<file path="src/design/sac_pkg.sv">
// ---------------------------------------------------------------------------
// sac_pkg
// Shared types and constants for the swept box collision time pipeline.
// ---------------------------------------------------------------------------
package sac_pkg;

    localparam int POS_W  = 16;
    localparam int SIZE_W = 12;
    localparam int VEL_W  = 16;
    localparam int DIST_W = 18;   // entry/exit distance, signed pixels
    localparam int MAG_W  = 17;   // distance magnitude
    localparam int DEN_W  = 16;   // velocity magnitude, up to 32768
    localparam int QUO_W  = 17;   // unsaturated quotient bits
    localparam int TIME_W = 19;   // signed saturated time
    localparam int FRAC_SHIFT = 7; // 2^24 / 2^17: dividend bits above the quotient

    localparam int DIV_STEPS       = 17;
    localparam int STEPS_PER_STAGE = 3;
    localparam int DIV_STAGES      = (DIV_STEPS + STEPS_PER_STAGE - 1) / STEPS_PER_STAGE;
    // operand stage + step stages + sign/saturate stage
    localparam int DIV_LAT         = DIV_STAGES + 2;

    typedef logic signed [DIST_W-1:0] dist_t;
    typedef logic signed [TIME_W-1:0] time_t;
    typedef logic signed [1:0]        norm_t;

    localparam time_t TIME_ONE = time_t'(65536);
    localparam time_t SAT_POS  = time_t'(131071);
    localparam time_t SAT_NEG  = time_t'(-131072);

    localparam norm_t NORM_POS  = 2'sb01;
    localparam norm_t NORM_NEG  = 2'sb11;
    localparam norm_t NORM_NONE = 2'sb00;

    typedef struct packed {
        time_t tval;
        logic  zero;   // velocity was zero, time is meaningless
    } div_res_t;

endpackage

</file>
<file path="src/design/sac_div.sv">
// ---------------------------------------------------------------------------
// sac_div
// Pipelined signed divide of distance * 2^24 by Q8.8 velocity, rounded
// toward zero, saturated to the signed time range.
// ---------------------------------------------------------------------------
module sac_div (
    input  logic                clk,
    input  logic                en,
    input  sac_pkg::dist_t      num,
    input  logic signed [15:0]  vel,
    output sac_pkg::div_res_t   res
);
    import sac_pkg::*;

    logic [DEN_W-1:0] den_reg  [DIV_STAGES+1];
    logic [DEN_W-1:0] rem_reg  [DIV_STAGES+1];
    logic [QUO_W-1:0] quo_reg  [DIV_STAGES+1];
    logic             neg_reg  [DIV_STAGES+1];
    logic             zero_reg [DIV_STAGES+1];
    logic             ovf_reg  [DIV_STAGES+1];
    div_res_t         res_reg;

    logic [MAG_W-1:0]            mag;
    logic [DEN_W-1:0]            den;
    logic                        ovf;
    logic [MAG_W+FRAC_SHIFT-1:0] rem_init;

    always_comb
    begin
        mag      = num[DIST_W-1] ? MAG_W'(-num) : MAG_W'(num);
        den      = vel[VEL_W-1] ? DEN_W'(-vel) : DEN_W'(vel);
        rem_init = {mag, FRAC_SHIFT'(0)};
        // quotient would need more than QUO_W bits
        ovf      = rem_init >= (MAG_W+FRAC_SHIFT)'(den);
    end

    always_ff @(posedge clk)
    begin
        if (en)
        begin
            den_reg[0]  <= den;
            rem_reg[0]  <= ovf ? '0 : DEN_W'(rem_init);
            quo_reg[0]  <= '0;
            neg_reg[0]  <= num[DIST_W-1] ^ vel[VEL_W-1];
            zero_reg[0] <= (vel == '0);
            ovf_reg[0]  <= ovf;
        end
    end

    for (genvar s = 1; s <= DIV_STAGES; s++)
    begin : g_step
        logic [DEN_W-1:0] r;
        logic [QUO_W-1:0] q;
        logic [DEN_W:0]   r2;

        always_comb
        begin
            r  = rem_reg[s-1];
            q  = quo_reg[s-1];
            r2 = '0;
            for (int k = 0; k < STEPS_PER_STAGE; k++)
            begin
                if ((s - 1) * STEPS_PER_STAGE + k < DIV_STEPS)
                begin
                    r2 = {r, 1'b0};
                    q  = {q[QUO_W-2:0], 1'b0};
                    if (r2 >= {1'b0, den_reg[s-1]})
                    begin
                        r2   = r2 - {1'b0, den_reg[s-1]};
                        q[0] = 1'b1;
                    end
                    r = r2[DEN_W-1:0];
                end
            end
        end

        always_ff @(posedge clk)
        begin
            if (en)
            begin
                den_reg[s]  <= den_reg[s-1];
                rem_reg[s]  <= r;
                quo_reg[s]  <= q;
                neg_reg[s]  <= neg_reg[s-1];
                zero_reg[s] <= zero_reg[s-1];
                ovf_reg[s]  <= ovf_reg[s-1];
            end
        end
    end

    time_t qs;

    always_comb
    begin
        if (ovf_reg[DIV_STAGES])
            qs = neg_reg[DIV_STAGES] ? SAT_NEG : SAT_POS;
        else if (neg_reg[DIV_STAGES])
            qs = -time_t'(quo_reg[DIV_STAGES]);
        else
            qs = time_t'(quo_reg[DIV_STAGES]);
    end

    always_ff @(posedge clk)
    begin
        if (en)
        begin
            res_reg.tval <= qs;
            res_reg.zero <= zero_reg[DIV_STAGES];
        end
    end

    assign res = res_reg;

endmodule

</file>
<file path="config.mk">
export PLATFORM = sky130hd
export DESIGN_NAME = sac_div
export DESIGN_NICKNAME = d
export VERILOG_FILES = /design/src/design/sac_pkg.sv /design/src/design/sac_div.sv
export SDC_FILE = /design/constraint.sdc
export NUM_CORES = 1
export LEC_CHECK = 0
export ABC_AREA = 1
export BUFFER_PORTS_ARGS = -buffer_cell sky130_fd_sc_hd__buf_2
export CAP_MARGIN = 25
export CORE_ASPECT_RATIO = 1.4
export CORE_UTILIZATION = 65
export CTS_CLUSTER_DIAMETER = 120
export DETAILED_ROUTE_END_ITERATION = 10
export GPL_ROUTABILITY_DRIVEN = 0
export PLACE_DENSITY = 0.82
export SLEW_MARGIN = 15
export SYNTH_ARGS = -nofsm -noshare
export SYNTH_HDL_FRONTEND = slang
export SYNTH_SLANG_ARGS = --single-unit
</file>
<file path="constraint.sdc">
create_clock -name clk -period 6.03 [get_ports clk]
set_clock_uncertainty 0.05 [all_clocks]
set_input_delay 0.9045 -clock clk [delete_from_list [all_inputs] [get_ports clk]]
set_output_delay 0.9045 -clock clk [all_outputs]
set_load 0.005 [all_outputs]
</file>
Yosys cells after proc, flatten, opt, wreduce, memory -nomap -nowiden
Memory sizes are Yosys's and may differ from the RTL's. A register that Yosys moved wholly into a read port is not among the register bits.
Cells that the tools add are included.
Storage, ports and cells
  output and inout port bits: 20
  register bits after elaboration: 19
  input port bits: 36
  memories kept: 6
  word-level logic and storage cells: 89
  memory bits (writable): 364
Memories
  quo_reg: depth 7, width 17, read ports 7, clocked after memory_dff 0, write ports 7, RTL line sac_div.sv:17  | logic [QUO_W-1:0] quo_reg [DIV_STAGES+1];
  den_reg: depth 7, width 16, read ports 6, clocked after memory_dff 0, write ports 7, RTL line sac_div.sv:15  | logic [DEN_W-1:0] den_reg [DIV_STAGES+1];
  rem_reg: depth 7, width 16, read ports 6, clocked after memory_dff 0, write ports 7, RTL line sac_div.sv:16  | logic [DEN_W-1:0] rem_reg [DIV_STAGES+1];
  neg_reg: depth 7, width 1, read ports 7, clocked after memory_dff 0, write ports 7, RTL line sac_div.sv:18  | logic neg_reg [DIV_STAGES+1];
  ovf_reg: depth 7, width 1, read ports 7, clocked after memory_dff 0, write ports 7, RTL line sac_div.sv:20  | logic ovf_reg [DIV_STAGES+1];
  zero_reg: depth 7, width 1, read ports 7, clocked after memory_dff 1, write ports 7, RTL line sac_div.sv:19  | logic zero_reg [DIV_STAGES+1];
Cells by class
  magnitude comparators: 18
  add/sub/neg operators: 20
  bitwise operators: 1
  multiplexer cells: 42
  reductions and logical operators: 1
Operator list (number)
  2-to-1 mux 16 bit: 19
  >= comparator 17 x 16 -> 1 bit: 17
  subtractor 16 bit: 17
  2-to-1 mux 19 bit: 3
  >= comparator 24 x 16 -> 1 bit: 1
  2-to-1 mux 1 bit: 19
  negation 17 -> 19 bit: 1
  2-to-1 mux 17 bit: 1
  negation 17 bit: 1
  zero test 16 bit: 1
  negation 16 bit: 1
  XOR 1 bit: 1

Logic depth before layout (Yosys ltp)
An unclocked memory read counts as a cell.
  word-level depth: 7
  depth in mapped cells: 44
  gate-level depth less buffers: 40

Worst setup path after synthesis
OpenSTA, ideal clock, no wires.
  path kind: register to register
  start: memory den_reg[2][1]
  end: memory rem_reg[3][12] (data pin)
  stages on the path, launching flop included: 41
  required time: 5.728 ns
  clock period less this slack: 5.257 ns
  path buffers: 4
  arrival time: 4.955 ns
  setup time: 0.252 ns
  slack: 0.773 ns
  cell sequence: edfxtp_1 > inv_1 > ha_1 > ha_1 > nand2_1 > nor2_1 > nand3_1 > o21ai_1 > nor2_1 > nand2_1 > buf_4 > inv_4 > buf_4 > nand2_1 > o21ai_1 > ha_1 > nand2_1 > inv_1 > [... 5 more ...] > nand2_1 > nor2_4 > nand2_2 > buf_2 > nand2_1 > nand2_1 > ha_1 > a21oi_1 > a21boi_0 > o21ai_1 > nand3_1 > nand2_1 > a21oi_1 > nand2_1 > nand3b_4 > buf_4 > nand2_1 > nand2_1
RTL lines (RTL line)
  from (decl): sac_div.sv:15
  to (decl): sac_div.sv:16

==> reports/results.txt <==
Max-slew headroom -> 0.434
Async SR Flop Fraction -> 0
Status -> finished, violations left
Worst reg2reg setup slack -> -0.06 ns
CP Launch Type -> flop
Critical path endpoint -> rem_reg[4][11]
Clock Path Buffers -> 3
Fin worst setup slack -> -0.0554 ns
Clock root buffer -> clkbuf_16
FF-to-FF path depth -> 32
Cell Rows -> 87
DRC errors left -> 0
Hold Vio Cnt, Final -> 0
Iter 0 DRT Violations -> 2783
Crit Path Category -> reg -> reg
Launch point of the worst reg-to-reg path -> den_reg[3][10]
Tot GR Track Use -> 0.389
Dpl hpwl -> 62100 microns
Cell Area, Synth -> 0.0266 sq mm
Clk_lat worst skew -> 0.61 ns
Max Clock Freq -> 0.164 GHz
Post-synthesis cell type count -> 57
Wire length of the first global-routing pass -> 128000 microns
Nets@finish -> 4147
Util after Layout -> 0.760
Final setup vio count -> 15
Initial antenna violation count -> 1
Die Y -> 241 microns
FILL cells -> 2804
Crit-path max FO -> 19
Layout cells sized above 1 -> 0.137
IO Pins -> 56
Synth area leaders -> edfxtp_1 33%, nand2_1 16%, ha_1 13%
Worst-Margin Slew -> 0.848 ns
Worst hold path depth -> 0
Final non-filler cell total -> 4394
Final period util -> 1.01
Port bufs -> 55
Post-Synthesis Cells -> 3609
Total clock sinks -> 288
Number of max-cap violations -> 0
Avg WL per Cell -> 19.1 microns
Crit path DAT -> 6.41 ns
Setup crit end kind -> flop
Register area share after synthesis -> 0.326
Critical Path Max Stage Delay -> 0.56 ns
Largest net degree at the start of global routing -> 149
Req. time, crit path -> 6.35 ns
Total gr overflow -> 0
Failing checks -> setup timing
EDFF count, synth -> 288
TritonCTS clock tree -> built
Synth warn -> 0
Mean post-synth cell area -> 7.36 sq um
H-tree levels -> 1
Min Tclk post-route -> 6.09 ns
Critical path origin -> den_reg[3][10]
Final slew viol count -> 0
Synth area leader -> edfxtp_1
Worst R2R End -> rem_reg[4][11]
CP max-delay cell -> xor2_1
Core Area -> 0.0403 sq mm
Number of synthesized register bits -> 288
Max FFs per register -> 96
Vias in the first global route -> 25.9k
Post-Route WL -> 83900 microns
CTS Buf Count -> 28
Clock-pin slew on the worst setup and hold paths -> 0.07 ns
Die width -> 173 microns
DR vias -> 26.9k
Placed cell count -> 4284
Die area -> 0.0417 sq mm
Post-route ant nets -> 0
Yosys top cell area share -> 0.326
Post-DR vias/cell -> 6.12
Initial Utilization -> 0.659
HP Class -> reg -> reg
Ys flop type -> edfxtp_1
Top cell by count, worst path -> nand2_1
Diode count -> 0
Area growth syn-to-layout -> 15.3%
Initial DRT Pass Iterations -> 8
Net Count, Synth -> 3918
through the flow:
step | hold WS (ns) | TNS (ns) | instance area [sq um] | setup slack [ns]
CTS | 0.336 | 0 | 29500 | 0.0294
detailed placement | 0.355 | -13.78 | 28300 | -0.554
global route | 0.369 | -9.93 | 30600 | -0.345
global placement | 0.351 | -5.94 | 28300 | -0.238
finish | 0.364 | -0.536 | 30600 | -0.0554
floorplan | 0.350 | 0 | 26600 | 0.773
final cells by class:
class | count | area (sq um) | share of cell area
Clock buffer | 28 | 701 | 0.0229
Clock inverter | 24 | 279 | 0.00911
Inverter | 490 | 1890 | 0.0618
Multi-Input combinational cell | 2790 | 16600 | 0.544
Sequential cell | 288 | 8650 | 0.282
Tap cell | 534 | 668 | 0.0218
Timing Repair Buffer | 240 | 1780 | 0.0582
per-layer routing:
metal / GRT usage / wire, microns
met5: 0 / 16
met4: 0.356 / 8960
met1: 0.394 / 27800
met3: 0.0818 / 7310
met2: 0.678 / 39800
synthesized netlist by cell type, drive strengths merged, types with 3 or more instances:
cell	instances
a21oi	217
nor2	276
nand4	30
nor3	35
inv	489
o2111ai	6
a21boi	12
o21bai	17
nand2	1135
xnor2	105
nand3b	21
edfxtp	288
and2	3
fa	5
o21a	3
a21o	23
o31ai	4
buf	42
nand3	248
xor2	125
o21ai	182
ha	268
a31oi	20
or2	20
and3	3
clkbuf	8
nor4	12
cells in the final DEF, fill, tap and decap left out, drive strengths merged, types with 5 or more instances in the layout:
cell	count
a21boi	12
a21o	23
a21oi	217
a31oi	20
buf	240
clkbuf	28
clkinv	11
clkinvlp	6
edfxtp	288
fa	5
ha	268
inv	494
nand2	1138
nand3	250
nand3b	23
nand4	30
nor2	278
nor3	35
nor4	12
o2111ai	6
o21ai	182
o21bai	17
or2	20
xnor2	105
xor2	125
critical path: cells and delay by family (launching register included):
family | cells | cell delay (ns)
AOI/OAI and AO/OA | 3 | 0.60
xor gates and xnor gates | 1 | 0.56
adders and majority gates | 3 | 1.09
buffers and inverters | 6 | 0.72
DFF | 1 | 0.44
and+or+nand+nor | 19 | 2.35
timing repair:
item	4_1_cts	5_1_grt
buffers inserted	12	37
endpoints found under the setup margin	34	85
pin swaps	6	29
hold buffers	0	0
gates cloned	1	8
resized for setup	21	205
cells by family (layout without fill, tap and decap cells):
logic type	Yosys count	count (layout)	share of synthesized area
compound gates	493	493	0.102
xor+xnor	230	230	0.0758
simple gates	1785	1794	0.286
flops	288	288	0.326
buf+inv	540	782	0.0810
fa+ha+maj	273	273	0.130
worst min path at each step:
stage	startpoint	endpoint	slack, ns
2_1_floorplan	neg_reg[0]	neg_reg[1]	0.35
3_3_place_gp	quo_reg[2][5]	quo_reg[3][8]	0.35
3_5_place_dp	neg_reg[0]	neg_reg[1]	0.36
4_1_cts	quo_reg[4][5]	quo_reg[5][8]	0.34
5_1_grt	quo_reg[4][5]	quo_reg[5][8]	0.37
6_report	quo_reg[4][5]	quo_reg[5][8]	0.36
Power is not shown: default switching activity piles up to over one toggle a cycle in this logic, so the estimate is an artifact.
